==> config.mk <==
export PLATFORM = sky130hd
export DESIGN_NAME = complex_fir_block_filter
export DESIGN_NICKNAME = d
export VERILOG_FILES = /design/src/cfbf_pkg.sv /design/src/cfbf_ctrl.sv /design/src/cfbf_datapath.sv /design/src/complex_fir_block_filter.sv
export SDC_FILE = /design/constraint.sdc
export NUM_CORES = 2
export LEC_CHECK = 0
export CAP_MARGIN = 10
export CORE_UTILIZATION = 50
export CTS_CLUSTER_DIAMETER = 30
export DETAILED_ROUTE_END_ITERATION = 6
export DONT_BUFFER_PORTS = 1
export HOLD_SLACK_MARGIN = 0.12
export PLACE_DENSITY = 0.68
export SKIP_CTS_REPAIR_TIMING = 1
export SLEW_MARGIN = 20
export SYNTH_ARGS = -nofsm -noshare
export SYNTH_HDL_FRONTEND = slang
export SYNTH_HIERARCHICAL = 1
export SYNTH_SLANG_ARGS = --single-unit
==> constraint.sdc <==
create_clock -name clk -period 15.9 [get_ports clk]
set_input_delay 1.59 -clock clk [delete_from_list [all_inputs] [get_ports clk]]
set_output_delay 1.59 -clock clk [all_outputs]
set_load 0.005 [all_outputs]
==> src/cfbf_pkg.sv <==
// Shared types for the complex block FIR filter: controller states, command and status groups.
package cfbf_pkg;

  typedef enum logic [2:0] {
    ST_IDLE,
    ST_MAC,
    ST_WAIT,
    ST_PUT,
    ST_FLUSH,
    ST_CLEAR
  } cfbf_state_t;

  // Commands from the controller to the datapath
  typedef struct packed {
    logic tap_wr;
    logic shift_in;
    logic shift_zero;
    logic hist_clr;
    logic mac_issue;
    logic mac_first;
    logic mac_last;
    logic out_load;
    logic out_last;
  } cfbf_cmd_t;

  // Status from the datapath to the controller
  typedef struct packed {
    logic res_ready;
    logic out_free;
  } cfbf_status_t;

endpackage

==> src/cfbf_ctrl.sv <==
// Controller for the complex block FIR filter: block counting, flush sequencing, MAC issue.
module cfbf_ctrl #(
  parameter int NUM_TAPS = 31
) (
  input  logic                          clk,
  input  logic                          rst_n,
  input  logic                          in_tvalid,
  output logic                          in_tready,
  input  logic                          in_mode,
  input  logic                          in_eob,
  output cfbf_pkg::cfbf_cmd_t           cmd,
  output logic [$clog2(NUM_TAPS)-1:0]   mac_idx,
  input  cfbf_pkg::cfbf_status_t        status
);
  import cfbf_pkg::*;

  localparam int D  = (NUM_TAPS - 1) / 2;
  localparam int AW = $clog2(NUM_TAPS);
  localparam int KW = $clog2(D + 1);
  localparam logic [KW-1:0] D_K    = KW'(D);
  localparam logic [KW-1:0] D_LAST = KW'(D - 1);
  localparam logic [AW-1:0] IDX_LAST = AW'(NUM_TAPS - 1);

  cfbf_state_t     state_r, state_nxt;
  logic [KW-1:0]   cnt_r, cnt_nxt;
  logic [KW-1:0]   k_r, k_nxt;
  logic [AW-1:0]   idx_r, idx_nxt;
  logic            eob_r, eob_nxt;
  logic            flush_r, flush_nxt;
  logic            last_r, last_nxt;
  logic [KW:0]     fill_sum;

  always_ff @(posedge clk) begin
    if (!rst_n) begin
      state_r <= ST_IDLE;
      cnt_r   <= '0;
      k_r     <= '0;
      idx_r   <= '0;
      eob_r   <= 1'b0;
      flush_r <= 1'b0;
      last_r  <= 1'b0;
    end else begin
      state_r <= state_nxt;
      cnt_r   <= cnt_nxt;
      k_r     <= k_nxt;
      idx_r   <= idx_nxt;
      eob_r   <= eob_nxt;
      flush_r <= flush_nxt;
      last_r  <= last_nxt;
    end
  end

  assign fill_sum = {1'b0, cnt_r} + {1'b0, k_r};
  assign mac_idx  = idx_r;

  always_comb begin
    state_nxt = state_r;
    cnt_nxt   = cnt_r;
    k_nxt     = k_r;
    idx_nxt   = idx_r;
    eob_nxt   = eob_r;
    flush_nxt = flush_r;
    last_nxt  = last_r;
    in_tready = 1'b0;
    cmd       = '0;

    unique case (state_r)
      ST_IDLE: begin
        in_tready = 1'b1;
        if (in_tvalid) begin
          if (in_mode) begin
            cmd.tap_wr = 1'b1;
          end else begin
            cmd.shift_in = 1'b1;
            eob_nxt   = in_eob;
            flush_nxt = 1'b0;
            k_nxt     = '0;
            if (cnt_r != D_K) cnt_nxt = cnt_r + KW'(1);
            if (cnt_r == D_K) begin
              idx_nxt   = '0;
              last_nxt  = 1'b0;
              state_nxt = ST_MAC;
            end else if (in_eob) begin
              flush_nxt = 1'b1;
              state_nxt = ST_FLUSH;
            end
          end
        end
      end

      ST_MAC: begin
        cmd.mac_issue = 1'b1;
        cmd.mac_first = (idx_r == '0);
        cmd.mac_last  = (idx_r == IDX_LAST);
        if (idx_r == IDX_LAST) begin
          state_nxt = ST_WAIT;
        end else begin
          idx_nxt = idx_r + AW'(1);
        end
      end

      ST_WAIT: begin
        if (status.res_ready) state_nxt = ST_PUT;
      end

      ST_PUT: begin
        if (status.out_free) begin
          cmd.out_load = 1'b1;
          cmd.out_last = last_r;
          if (flush_r) begin
            if (k_r == D_LAST) begin
              state_nxt = ST_CLEAR;
            end else begin
              k_nxt     = k_r + KW'(1);
              state_nxt = ST_FLUSH;
            end
          end else if (eob_r) begin
            flush_nxt = 1'b1;
            k_nxt     = '0;
            state_nxt = ST_FLUSH;
          end else begin
            state_nxt = ST_IDLE;
          end
        end
      end

      ST_FLUSH: begin
        cmd.shift_zero = 1'b1;
        last_nxt = (k_r == D_LAST);
        if (fill_sum >= {1'b0, D_K}) begin
          idx_nxt   = '0;
          state_nxt = ST_MAC;
        end else if (k_r == D_LAST) begin
          state_nxt = ST_CLEAR;
        end else begin
          k_nxt = k_r + KW'(1);
        end
      end

      ST_CLEAR: begin
        cmd.hist_clr = 1'b1;
        cnt_nxt   = '0;
        flush_nxt = 1'b0;
        eob_nxt   = 1'b0;
        state_nxt = ST_IDLE;
      end

      default: state_nxt = ST_IDLE;
    endcase
  end

  a_load_free: assert property (@(posedge clk) disable iff (!rst_n)
    cmd.out_load |-> status.out_free)
    else $error("output loaded while the output word is still held");

  a_cnt_range: assert property (@(posedge clk) disable iff (!rst_n)
    cnt_r <= D_K)
    else $error("block counter beyond the group delay");

  a_clear_cnt: assert property (@(posedge clk) disable iff (!rst_n)
    state_r == ST_CLEAR |=> cnt_r == '0 && state_r == ST_IDLE)
    else $error("block counter not cleared after flush");

  a_mac_wait: assert property (@(posedge clk) disable iff (!rst_n)
    cmd.mac_last |=> state_r == ST_WAIT)
    else $error("last MAC issue not followed by wait");

endmodule

==> src/cfbf_datapath.sv <==
// Datapath for the complex block FIR filter: delay lines, tap memory, MAC pipeline, output word.
module cfbf_datapath #(
  parameter int NUM_TAPS    = 31,
  parameter int SAMPLE_BITS = 16,
  parameter int COEF_BITS   = 18
) (
  input  logic                                clk,
  input  logic                                rst_n,
  input  cfbf_pkg::cfbf_cmd_t                 cmd,
  input  logic [$clog2(NUM_TAPS)-1:0]         mac_idx,
  input  logic signed [SAMPLE_BITS-1:0]       sample_i,
  input  logic signed [SAMPLE_BITS-1:0]       sample_q,
  input  logic [4:0]                          tap_index,
  input  logic signed [COEF_BITS-1:0]         tap_value,
  output cfbf_pkg::cfbf_status_t              status,
  output logic                                out_tvalid,
  input  logic                                out_tready,
  output logic signed [SAMPLE_BITS-1:0]       out_i,
  output logic signed [SAMPLE_BITS-1:0]       out_q,
  output logic                                out_clipped,
  output logic                                out_last
);
  import cfbf_pkg::*;

  localparam int AW    = $clog2(NUM_TAPS);
  localparam int FRAC  = COEF_BITS - 2;
  localparam int PW    = SAMPLE_BITS + COEF_BITS;
  localparam int ACC_W = PW + $clog2(NUM_TAPS);
  localparam int HI_W  = ACC_W - (FRAC + SAMPLE_BITS - 1);
  localparam logic signed [ACC_W-1:0] HALF =
    {{(ACC_W - FRAC){1'b0}}, 1'b1, {(FRAC - 1){1'b0}}};
  localparam logic signed [SAMPLE_BITS-1:0] SMAX = {1'b0, {(SAMPLE_BITS - 1){1'b1}}};
  localparam logic signed [SAMPLE_BITS-1:0] SMIN = {1'b1, {(SAMPLE_BITS - 1){1'b0}}};

  logic signed [SAMPLE_BITS-1:0] hist_i_r [NUM_TAPS];
  logic signed [SAMPLE_BITS-1:0] hist_q_r [NUM_TAPS];
  logic signed [COEF_BITS-1:0]   tap_mem  [NUM_TAPS];
  logic [NUM_TAPS-1:0]           tap_vld_r;

  logic signed [COEF_BITS-1:0]   tap_rd_r;
  logic                          tvld_rd_r;
  logic signed [SAMPLE_BITS-1:0] hi1_r, hq1_r;
  logic                          v1_r, f1_r, l1_r;
  logic signed [PW-1:0]          pi_r, pq_r;
  logic                          v2_r, f2_r, l2_r;
  logic signed [ACC_W-1:0]       acc_i_r, acc_q_r;
  logic                          l3_r;
  logic signed [ACC_W-1:0]       rnd_i_r, rnd_q_r;
  logic                          res_ready_r;
  logic signed [COEF_BITS-1:0]   coef;
  logic                          tap_ok;
  logic [AW-1:0]                 wr_addr;

  logic                          out_tvalid_r;
  logic signed [SAMPLE_BITS-1:0] out_i_r, out_q_r;
  logic                          out_clipped_r, out_last_r;

  logic [HI_W-1:0]               hi_i, hi_q;
  logic                          ovf_i, ovf_q;
  logic signed [SAMPLE_BITS-1:0] sat_i, sat_q;

  assign tap_ok  = (32'(tap_index) < 32'(NUM_TAPS));
  assign wr_addr = AW'(tap_index);

  // Delay lines: shift on a new sample or a flush zero, rotate during MAC so entry 0 walks the taps
  always_ff @(posedge clk) begin
    if (!rst_n || cmd.hist_clr) begin
      for (int j = 0; j < NUM_TAPS; j++) begin
        hist_i_r[j] <= '0;
        hist_q_r[j] <= '0;
      end
    end else if (cmd.shift_in || cmd.shift_zero) begin
      for (int j = NUM_TAPS - 1; j > 0; j--) begin
        hist_i_r[j] <= hist_i_r[j-1];
        hist_q_r[j] <= hist_q_r[j-1];
      end
      hist_i_r[0] <= cmd.shift_in ? sample_i : '0;
      hist_q_r[0] <= cmd.shift_in ? sample_q : '0;
    end else if (cmd.mac_issue) begin
      for (int j = 0; j < NUM_TAPS - 1; j++) begin
        hist_i_r[j] <= hist_i_r[j+1];
        hist_q_r[j] <= hist_q_r[j+1];
      end
      hist_i_r[NUM_TAPS-1] <= hist_i_r[0];
      hist_q_r[NUM_TAPS-1] <= hist_q_r[0];
    end
  end

  // Tap memory; an entry never written reads as zero
  always_ff @(posedge clk) begin
    if (cmd.tap_wr && tap_ok) tap_mem[wr_addr] <= tap_value;
    if (cmd.mac_issue) tap_rd_r <= tap_mem[mac_idx];
  end

  always_ff @(posedge clk) begin
    if (!rst_n) begin
      tap_vld_r <= '0;
      tvld_rd_r <= 1'b0;
    end else begin
      if (cmd.tap_wr && tap_ok) tap_vld_r[wr_addr] <= 1'b1;
      if (cmd.mac_issue) tvld_rd_r <= tap_vld_r[mac_idx];
    end
  end

  // MAC pipeline: fetch, multiply, accumulate, round
  always_ff @(posedge clk) begin
    if (!rst_n) begin
      v1_r        <= 1'b0;
      v2_r        <= 1'b0;
      l3_r        <= 1'b0;
      res_ready_r <= 1'b0;
      f1_r        <= 1'b0;
      l1_r        <= 1'b0;
      f2_r        <= 1'b0;
      l2_r        <= 1'b0;
    end else begin
      v1_r        <= cmd.mac_issue;
      f1_r        <= cmd.mac_first;
      l1_r        <= cmd.mac_last;
      v2_r        <= v1_r;
      f2_r        <= f1_r;
      l2_r        <= v1_r && l1_r;
      l3_r        <= v2_r && l2_r;
      res_ready_r <= l3_r;
    end
  end

  assign coef = tvld_rd_r ? tap_rd_r : '0;

  always_ff @(posedge clk) begin
    if (cmd.mac_issue) begin
      hi1_r <= hist_i_r[0];
      hq1_r <= hist_q_r[0];
    end
    if (v1_r) begin
      pi_r <= coef * hi1_r;
      pq_r <= coef * hq1_r;
    end
    if (v2_r) begin
      acc_i_r <= f2_r ? ACC_W'(pi_r) : acc_i_r + ACC_W'(pi_r);
      acc_q_r <= f2_r ? ACC_W'(pq_r) : acc_q_r + ACC_W'(pq_r);
    end
    if (l3_r) begin
      rnd_i_r <= acc_i_r + HALF;
      rnd_q_r <= acc_q_r + HALF;
    end
  end

  // Saturate the floor-shifted sum: all bits above the sample's sign bit must agree
  assign hi_i  = rnd_i_r[ACC_W-1 -: HI_W];
  assign hi_q  = rnd_q_r[ACC_W-1 -: HI_W];
  assign ovf_i = !((&hi_i) || !(|hi_i));
  assign ovf_q = !((&hi_q) || !(|hi_q));
  assign sat_i = ovf_i ? (rnd_i_r[ACC_W-1] ? SMIN : SMAX)
                       : rnd_i_r[FRAC +: SAMPLE_BITS];
  assign sat_q = ovf_q ? (rnd_q_r[ACC_W-1] ? SMIN : SMAX)
                       : rnd_q_r[FRAC +: SAMPLE_BITS];

  // Output word register
  always_ff @(posedge clk) begin
    if (!rst_n) begin
      out_tvalid_r <= 1'b0;
    end else if (cmd.out_load) begin
      out_tvalid_r <= 1'b1;
    end else if (out_tready) begin
      out_tvalid_r <= 1'b0;
    end
  end

  always_ff @(posedge clk) begin
    if (cmd.out_load) begin
      out_i_r       <= sat_i;
      out_q_r       <= sat_q;
      out_clipped_r <= ovf_i || ovf_q;
      out_last_r    <= cmd.out_last;
    end
  end

  assign status.res_ready = res_ready_r;
  assign status.out_free  = !out_tvalid_r || out_tready;

  assign out_tvalid  = out_tvalid_r;
  assign out_i       = out_i_r;
  assign out_q       = out_q_r;
  assign out_clipped = out_clipped_r;
  assign out_last    = out_last_r;

endmodule

==> src/complex_fir_block_filter.sv <==
// Complex block FIR filter top level: stream ports, field unpacking, controller and datapath.
//
// Odd-length FIR with real Q1.(COEF_BITS-2) taps on complex I/Q samples, one block at a
// time with the group delay D = (NUM_TAPS-1)/2 removed. in_tuser = 1 loads one tap;
// in_tuser = 0 filters a sample. For each output one shared multiply-accumulate per
// rail walks the taps one per cycle, then a three-stage multiply/accumulate/round
// pipeline drains before the word is registered. A sample with in_tlast set starts a
// flush of D zero steps (each step that outputs also runs the MAC) and a clear of the
// delay lines, so each block returns as many words as it took samples, the last one
// flagged on out_tlast. The output word is held in its own register, so a new sample
// is taken while an earlier result waits on out_tready.
module complex_fir_block_filter #(
  parameter int NUM_TAPS    = 31,
  parameter int SAMPLE_BITS = 16,
  parameter int COEF_BITS   = 18
) (
  input  logic                                             clk,
  input  logic                                             rst_n,
  input  logic                                             in_tvalid,
  output logic                                             in_tready,
  // sample_i, sample_q, tap_index, tap_value, zero pad
  input  logic [((2*SAMPLE_BITS + 5 + COEF_BITS + 7) / 8) * 8 - 1:0] in_tdata,
  // mode
  input  logic                                             in_tuser,
  input  logic                                             in_tlast,
  output logic                                             out_tvalid,
  input  logic                                             out_tready,
  // out_i, out_q
  output logic [((2*SAMPLE_BITS + 7) / 8) * 8 - 1:0]      out_tdata,
  // clipped
  output logic                                             out_tuser,
  output logic                                             out_tlast
);
  import cfbf_pkg::*;

  localparam int AW     = $clog2(NUM_TAPS);
  localparam int OUT_DW = ((2*SAMPLE_BITS + 7) / 8) * 8;
  localparam int TI_LSB = 2 * SAMPLE_BITS;
  localparam int TV_LSB = 2 * SAMPLE_BITS + 5;

  cfbf_cmd_t                     cmd;
  cfbf_status_t                  status;
  logic [AW-1:0]                 mac_idx;
  logic signed [SAMPLE_BITS-1:0] sample_i, sample_q;
  logic [4:0]                    tap_index;
  logic signed [COEF_BITS-1:0]   tap_value;
  logic signed [SAMPLE_BITS-1:0] res_i, res_q;

  assign sample_i  = in_tdata[0 +: SAMPLE_BITS];
  assign sample_q  = in_tdata[SAMPLE_BITS +: SAMPLE_BITS];
  assign tap_index = in_tdata[TI_LSB +: 5];
  assign tap_value = in_tdata[TV_LSB +: COEF_BITS];

  cfbf_ctrl #(
    .NUM_TAPS (NUM_TAPS)
  ) u_ctrl (
    .clk       (clk),
    .rst_n     (rst_n),
    .in_tvalid (in_tvalid),
    .in_tready (in_tready),
    .in_mode   (in_tuser),
    .in_eob    (in_tlast),
    .cmd       (cmd),
    .mac_idx   (mac_idx),
    .status    (status)
  );

  cfbf_datapath #(
    .NUM_TAPS    (NUM_TAPS),
    .SAMPLE_BITS (SAMPLE_BITS),
    .COEF_BITS   (COEF_BITS)
  ) u_datapath (
    .clk         (clk),
    .rst_n       (rst_n),
    .cmd         (cmd),
    .mac_idx     (mac_idx),
    .sample_i    (sample_i),
    .sample_q    (sample_q),
    .tap_index   (tap_index),
    .tap_value   (tap_value),
    .status      (status),
    .out_tvalid  (out_tvalid),
    .out_tready  (out_tready),
    .out_i       (res_i),
    .out_q       (res_q),
    .out_clipped (out_tuser),
    .out_last    (out_tlast)
  );

  assign out_tdata = OUT_DW'({res_q, res_i});

endmodule

# Yosys cells after proc, flatten, opt, wreduce, memory -nomap -nowiden
# Memory sizes are Yosys's and may differ from the RTL's. A register that Yosys moved wholly into a read port is not among the register bits.
# Cells that the tools add are included.
dict set report op_classes {
  n_addsub 8
  multipliers 2
  magnitude_cmp 5
  eq_ne 22
  mux 206
  bitwise 125
  reduce_logical 37
}
# op count
set ops {}
lappend ops {{16-bit two-way mux} 130}
lappend ops {{1-bit bitwise OR} 124}
lappend ops {{39-bit by 17-bit adder with 39-bit output (second input constant)} 2}
lappend ops {{39-bit by 34-bit adder with 39-bit output} 2}
lappend ops {{39-bit two-way mux} 2}
lappend ops {{18-bit by 16-bit multiplier with 34-bit output} 2}
lappend ops {{4-bit two-way mux} 10}
lappend ops {{3-bit two-way mux} 12}
lappend ops {{1-bit two-way mux} 33}
lappend ops {{31-bit bitwise OR} 1}
lappend ops {{5-bit two-way mux} 5}
lappend ops {{18-bit two-way mux} 1}
lappend ops {{8-bit AND reduction} 2}
lappend ops {{8-bit OR reduction} 2}
lappend ops {{3-bit one-hot mux with 5 select lines} 1}
lappend ops {{5-bit one-hot mux with 3 select lines} 1}
lappend ops {{5-bit by 6-bit less-than comparator with 1-bit output (second input constant)} 2}
lappend ops {{4-bit one-hot mux with 3 select lines} 1}
lappend ops {{4-bit AND reduction} 3}
lappend ops {{6-bit AND reduction} 2}
lappend ops {{2-bit by 1-bit != test with 1-bit output (second input constant)} 5}
lappend ops {{2-bit != test (second input constant)} 5}
lappend ops {{3-bit nonzero test} 3}
lappend ops {{4-bit by 1-bit adder with 4-bit output (second input constant)} 2}
lappend ops {{other kinds (28)} 52}
dict set report totals {
  reg_bits 350
  ramBits 1550
  wordCells 438
  memories 3
}
# memory words word_bits rd rd_clocked_by_memory_dff wr line
set mem_list {}
lappend mem_list {u_datapath.tap_mem 31 18 1 1 1 cfbf_datapath.sv:37} ;# logic signed [COEF_BITS-1:0] tap_mem [NUM_TAPS];
lappend mem_list {u_datapath.hist_i_r 31 16 31 0 31 cfbf_datapath.sv:35} ;# logic signed [SAMPLE_BITS-1:0] hist_i_r [NUM_TAPS];
lappend mem_list {u_datapath.hist_q_r 31 16 31 0 31 cfbf_datapath.sv:36} ;# logic signed [SAMPLE_BITS-1:0] hist_q_r [NUM_TAPS];

# Depth between registers and ports, before layout
dict set report depth {
  word_depth 9
  ltp_mapped 28
  ltp_nobuf 25
}

# Cells and area by module
# Netlist, hierarchy kept.
# module instances cells_each area_each_um2 seq_area_each_um2
set modules_own_cells {}
lappend modules_own_cells {cfbf_datapath 1 6731 97439.7 55653.4}
lappend modules_own_cells {cfbf_ctrl 1 181 1393.8 380.4}

# Least setup slack after synthesis
# Ideal clock, no wire load.
dict set report synth_path {
  path_kind {reg-to-reg}
  start {register u_ctrl.state_r[1]}
  end {memory u_datapath.hist_i_r[0][0] (enable)}
  arrival_ns 14.911
  required_time_ns 14.893
  path_slack_ns -0.018
  path_stages_with_launch 6
  synth_period_minus_slack_ns 15.918
  cell_sequence {dfxtp_1 -> clkbuf_1 -> inv_1 -> nand3_1 -> inv_1 -> nand2b_1}
}
# element line
set synth_rtl {}
lappend synth_rtl {{start: declaration} cfbf_ctrl.sv:24} ;# cfbf_state_t state_r, state_nxt;
lappend synth_rtl {{start signal: assignment} cfbf_ctrl.sv:43} ;# state_r <= state_nxt;
lappend synth_rtl {{end: declaration} cfbf_datapath.sv:35}

# Worst setup path in the final report
dict set report layout_path {
  start {register u_datapath.tvld_rd_r}
  end {register u_datapath.pi_r[33] (data pin)}
}
dict set report layout_via {
  elab_chain_len 2
}
# element line
set layout_rtl {}
lappend layout_rtl {{start: declaration} cfbf_datapath.sv:41} ;# logic tvld_rd_r;
lappend layout_rtl {{start signal: assignment} cfbf_datapath.sv:101} ;# if (cmd.mac_issue) tvld_rd_r <= tap_vld_r[mac_idx];
lappend layout_rtl {{18-bit two-way mux} cfbf_datapath.sv:128} ;# assign coef = tvld_rd_r ? tap_rd_r : '0;
lappend layout_rtl {{18-bit by 16-bit multiplier with 34-bit output} cfbf_datapath.sv:136} ;# pi_r <= coef * hi1_r;
lappend layout_rtl {{end signal: assignment} cfbf_datapath.sv:136}
lappend layout_rtl {{end: declaration} cfbf_datapath.sv:44} ;# logic signed [PW-1:0] pi_r, pq_r;
# Every way passes these cells.
# A chain may end at the register's enable or synchronous reset.

==> impl_metrics.xml <==
<?xml version="1.0" encoding="UTF-8"?>
<metrics>
  <group name="run_status">
    <metric name="run_status" unit="">finished clean</metric>
  </group>
  <group name="critical_path">
    <metric name="path_buf_inv" unit="">7</metric>
    <metric name="critPathTopFamily" unit="">adder cells</metric>
    <metric name="worst_path_most_repeated_cell" unit="">sky130_fd_sc_hd__fa_1</metric>
    <metric name="critical_path_class" unit="">register to register</metric>
    <metric name="crit_path_max_fanout" unit="">136</metric>
    <metric name="worst_ep_arrival_time" unit="ns">9.50</metric>
    <metric name="start_kind" unit="">register</metric>
    <metric name="timing.critical_path.slowest_stage_cell" unit="">sky130_fd_sc_hd__buf_4</metric>
    <metric name="setup.worst_path.end_class" unit="">register</metric>
    <metric name="cp_slowest_stage_delay" unit="ns">0.80</metric>
    <metric name="timing.critical_path.required" unit="ns">16.46</metric>
  </group>
  <group name="placed_design">
    <metric name="dp_cells" unit="">9194</metric>
    <metric name="dp.final_hpwl" unit="um">128000</metric>
    <metric name="port_buffers" unit="">0</metric>
    <metric name="gpl.final_weighted_congestion" unit="">0.845</metric>
    <metric name="dpl-instance-area" unit="mm^2">0.101</metric>
    <metric name="dp_worst_setup_slack" unit="ns">7.21</metric>
  </group>
  <group name="timing">
    <metric name="rsz0062_at_grt" unit="">no</metric>
    <metric name="fin_crit_period" unit="ns">8.94</metric>
    <metric name="post_route_fraction_of_the_period_consumed_by_the_critical_path" unit="%">56.3</metric>
    <metric name="max_slew_margin" unit="%">19.7</metric>
    <metric name="clock_skew" unit="ns">0.117</metric>
    <metric name="fmaxAchievable" unit="GHz">0.112</metric>
    <metric name="worst_pin_slew" unit="ns">1.21</metric>
    <metric name="finalWorstSetupSlack" unit="ns">6.96</metric>
    <metric name="timing.final.max_slew_violations" unit="">0</metric>
    <metric name="hold_violations" unit="">0</metric>
    <metric name="final-setup-viol-count" unit="">0</metric>
    <metric name="sum_neg_setup_slack" unit="ns">0</metric>
  </group>
  <group name="clocking">
    <metric name="htree_num_levels" unit="">5</metric>
    <metric name="max-clock-path-buffers" unit="">4</metric>
    <metric name="cts_root_buffer" unit="">sky130_fd_sc_hd__clkbuf_16</metric>
    <metric name="cts_sink_cnt" unit="">1886</metric>
    <metric name="cts-buffers-inserted" unit="">374</metric>
    <metric name="worstSkewPairLatency" unit="ns">0.98</metric>
    <metric name="tritoncts" unit="">built</metric>
    <metric name="clock_input_transition_at_the_sequential_cells_of_the_worst_setup_and_hold_paths" unit="ns">0.04</metric>
  </group>
  <group name="synth">
    <metric name="synth_seq_cells" unit="">1886</metric>
    <metric name="synth_async_sr_flop_share" unit="%">0</metric>
    <metric name="number_of_enable_flip_flop_cells_after_synthesis" unit="">1826</metric>
    <metric name="synth_nets" unit="">7817</metric>
    <metric name="synthesized_area" unit="mm^2">0.0988</metric>
    <metric name="ys_seq_area_share" unit="%">56.7</metric>
    <metric name="yosys_most_used_dff" unit="">sky130_fd_sc_hd__edfxtp_1</metric>
    <metric name="synthesis.instances" unit="">6912</metric>
    <metric name="yosysWarningCount" unit="">6</metric>
    <metric name="synth_cell_types" unit="">81</metric>
    <metric name="synth_area_per_cell" unit="um^2">14.3</metric>
    <metric name="ys_top_cells_by_area" unit="">sky130_fd_sc_hd__edfxtp_1 55%, sky130_fd_sc_hd__fa_1 12%, sky130_fd_sc_hd__a22o_1 8.8%</metric>
    <metric name="synthDominantCellAreaShare" unit="%">55.5</metric>
    <metric name="post-synth-top-area-cell" unit="">sky130_fd_sc_hd__edfxtp_1</metric>
  </group>
  <group name="layout">
    <metric name="area_delta_synth_final" unit="%">15.0</metric>
    <metric name="fin_nets" unit="">7853</metric>
    <metric name="finalNonFillerCells" unit="">9864</metric>
    <metric name="mostFrequentLayoutCell" unit="">sky130_fd_sc_hd__edfxtp_1</metric>
    <metric name="layout-drive-gt1-share" unit="%">12.8</metric>
    <metric name="postLayoutCellArea" unit="mm^2">0.114</metric>
    <metric name="final_cell_mix" unit="">1826 x sky130_fd_sc_hd__edfxtp_1, 993 x sky130_fd_sc_hd__a22o_1, 674 x sky130_fd_sc_hd__inv_1</metric>
  </group>
  <group name="floorplan">
    <metric name="placement_rows" unit="">162</metric>
    <metric name="design.core.area" unit="mm^2">0.196</metric>
    <metric name="die-area" unit="mm^2">0.199</metric>
    <metric name="boundaryPins" unit="">98</metric>
    <metric name="initial_core_util" unit="%">50.5</metric>
    <metric name="fp.dieW" unit="um">447</metric>
    <metric name="dieHeight" unit="um">447</metric>
  </group>
  <group name="global_route">
    <metric name="grtUsageTotal" unit="%">21.5</metric>
    <metric name="grt_start_max_net_pins" unit="">277</metric>
    <metric name="antenna_found_initial" unit="">10</metric>
    <metric name="grt_first_pass_wirelength" unit="um">337000</metric>
    <metric name="grt_remaining_overflow" unit="">0</metric>
    <metric name="number_of_global_route_vias_before_repair" unit="">60000</metric>
  </group>
  <group name="routing">
    <metric name="drtPass1Iterations" unit="">5</metric>
    <metric name="detail_route.wl_per_cell" unit="um">21.5</metric>
    <metric name="route.detailed.vias_per_inst" unit="">5.92</metric>
    <metric name="detail_route.drc_violations" unit="">0</metric>
    <metric name="detail_route.wirelength" unit="um">212000</metric>
    <metric name="drt_iter0_drc" unit="">5412</metric>
    <metric name="num_vias" unit="">58400</metric>
    <metric name="drtAntennaViolNets" unit="">0</metric>
  </group>
  <group name="pwr">
    <metric name="vdd_drop_max" unit="uV">105</metric>
    <metric name="cellPowerDensity" unit="mW/mm^2">123</metric>
    <metric name="design_power" unit="W">0.0139</metric>
    <metric name="cellLeakagePower" unit="nW">45.0</metric>
  </group>
  <group name="flow_run">
    <metric name="max_cap_viol_count" unit="">0</metric>
  </group>
  <group name="min_path">
    <metric name="timing.hold.worst.class" unit="">register to register</metric>
  </group>
</metrics>
==> final timing paths <==
kind | startpoint | endpoint | cells after the start | slack [ns]
worst max-delay path | u_datapath/tvld_rd_r | u_datapath/pi_r[33] | 27 | 6.96
worst min-delay path | u_datapath/tap_vld_r[23] | u_datapath/tap_vld_r[23] | 1 | 0.46
worst max register to register | u_datapath/tvld_rd_r | u_datapath/pi_r[33] | 27 | 6.96
worst min register to register | u_datapath/tap_vld_r[23] | u_datapath/tap_vld_r[23] | 1 | 0.46
==> per-layer routing <==
layer | track usage [%] | up-vias | part of all wire, %
met2 | 33.6 | 1971 | 47
met5 | 0 | - | 0.022
li1 | - | 26000 | -
met1 | 30.2 | 30100 | 43
met3 | 4.14 | 406 | 6.5
met4 | 7.06 | 8 | 2.7
==> Yosys cell counts, types with 6 or more instances <==
master / instances
sky130_fd_sc_hd__a211o_1: 6
sky130_fd_sc_hd__a211oi_1: 16
sky130_fd_sc_hd__a21o_1: 90
sky130_fd_sc_hd__a21oi_1: 129
sky130_fd_sc_hd__a22o_1: 993
sky130_fd_sc_hd__a31oi_1: 14
sky130_fd_sc_hd__and2_1: 26
sky130_fd_sc_hd__and3_1: 295
sky130_fd_sc_hd__and4_1: 7
sky130_fd_sc_hd__buf_1: 22
sky130_fd_sc_hd__clkbuf_1: 400
sky130_fd_sc_hd__dfxtp_1: 60
sky130_fd_sc_hd__edfxtp_1: 1826
sky130_fd_sc_hd__fa_1: 583
sky130_fd_sc_hd__ha_1: 260
sky130_fd_sc_hd__inv_1: 675
sky130_fd_sc_hd__mux2_2: 22
sky130_fd_sc_hd__mux2i_1: 21
sky130_fd_sc_hd__mux4_2: 171
sky130_fd_sc_hd__nand2_1: 448
sky130_fd_sc_hd__nand2b_1: 22
sky130_fd_sc_hd__nand3_1: 49
sky130_fd_sc_hd__nand3b_1: 6
sky130_fd_sc_hd__nand4_1: 17
sky130_fd_sc_hd__nor2_1: 161
sky130_fd_sc_hd__nor2b_1: 17
sky130_fd_sc_hd__nor3_1: 28
sky130_fd_sc_hd__nor4_1: 10
sky130_fd_sc_hd__o21a_1: 58
sky130_fd_sc_hd__o21ai_0: 149
sky130_fd_sc_hd__o21ai_1: 7
sky130_fd_sc_hd__o21bai_1: 16
sky130_fd_sc_hd__o22ai_1: 7
sky130_fd_sc_hd__o31ai_1: 9
sky130_fd_sc_hd__or3_1: 6
sky130_fd_sc_hd__xnor2_1: 116
sky130_fd_sc_hd__xor2_1: 67
==> metrics by stage <==
step	hold WS [ns]	util, %
after floorplan	0.412	-
after global placement	0.442	51.8
after detailed placement	0.450	51.8
after CTS	0.459	58.0
after global routing	0.476	58.1
final	0.459	58.1
==> registers in the layout (all words and copies together) (netlist names), 16 cells and up <==
| register | cells |
|---|---|
| u_datapath/hq1_r | 16 |
| u_datapath/hist_q_r | 496 |
| u_datapath/out_i | 16 |
| u_datapath/pq_r | 34 |
| u_datapath/acc_i_r | 39 |
| u_datapath/rnd_q_r | 23 |
| u_datapath/hist_i_r | 496 |
| u_datapath/rnd_i_r | 23 |
| u_datapath/tap_mem | 558 |
| u_datapath/tap_vld_r | 31 |
| u_datapath/pi_r | 34 |
| u_datapath/hi1_r | 16 |
| u_datapath/tap_rd_r | 18 |
| u_datapath/out_q | 16 |
| u_datapath/acc_q_r | 39 |
==> final cells by class <==
class                   count  area [um^2]
diodes                      3         7.51
clock buffers             425         9730
clock inverters           240         2410
fillers                 14800        82000
inverters                 676         2540
multi-input cells        3920        38800
flip-flops and latches   1886        56100
well taps                2624         3280
repair buffers             90          797
==> power breakdown <==
group	leakage (nW)	switching (W)	internal, W
combinational	20.5	0.000297	0.000194
clock	5.86	0.00250	0.00499
sequential	18.7	0.000176	0.00579
==> kinds of logic (layout without fill, tap and decap cells) <==
family / after synthesis / in the layout / synth area share, %
XOR/XNOR: 183 / 183 / 1.62
adder cells (fa/ha/maj): 843 / 843 / 15.1
AO/OA/AOI/OAI: 1560 / 1560 / 12.5
AND/OR/NAND/NOR: 1120 / 1120 / 5.51
flip-flops: 1886 / 1886 / 56.7
multiplexers: 214 / 214 / 4.36
buffers and inverters: 1106 / 1431 / 4.22
other: 0 / 3 / 0
Note: power is estimated with default switching activity, not from simulation.
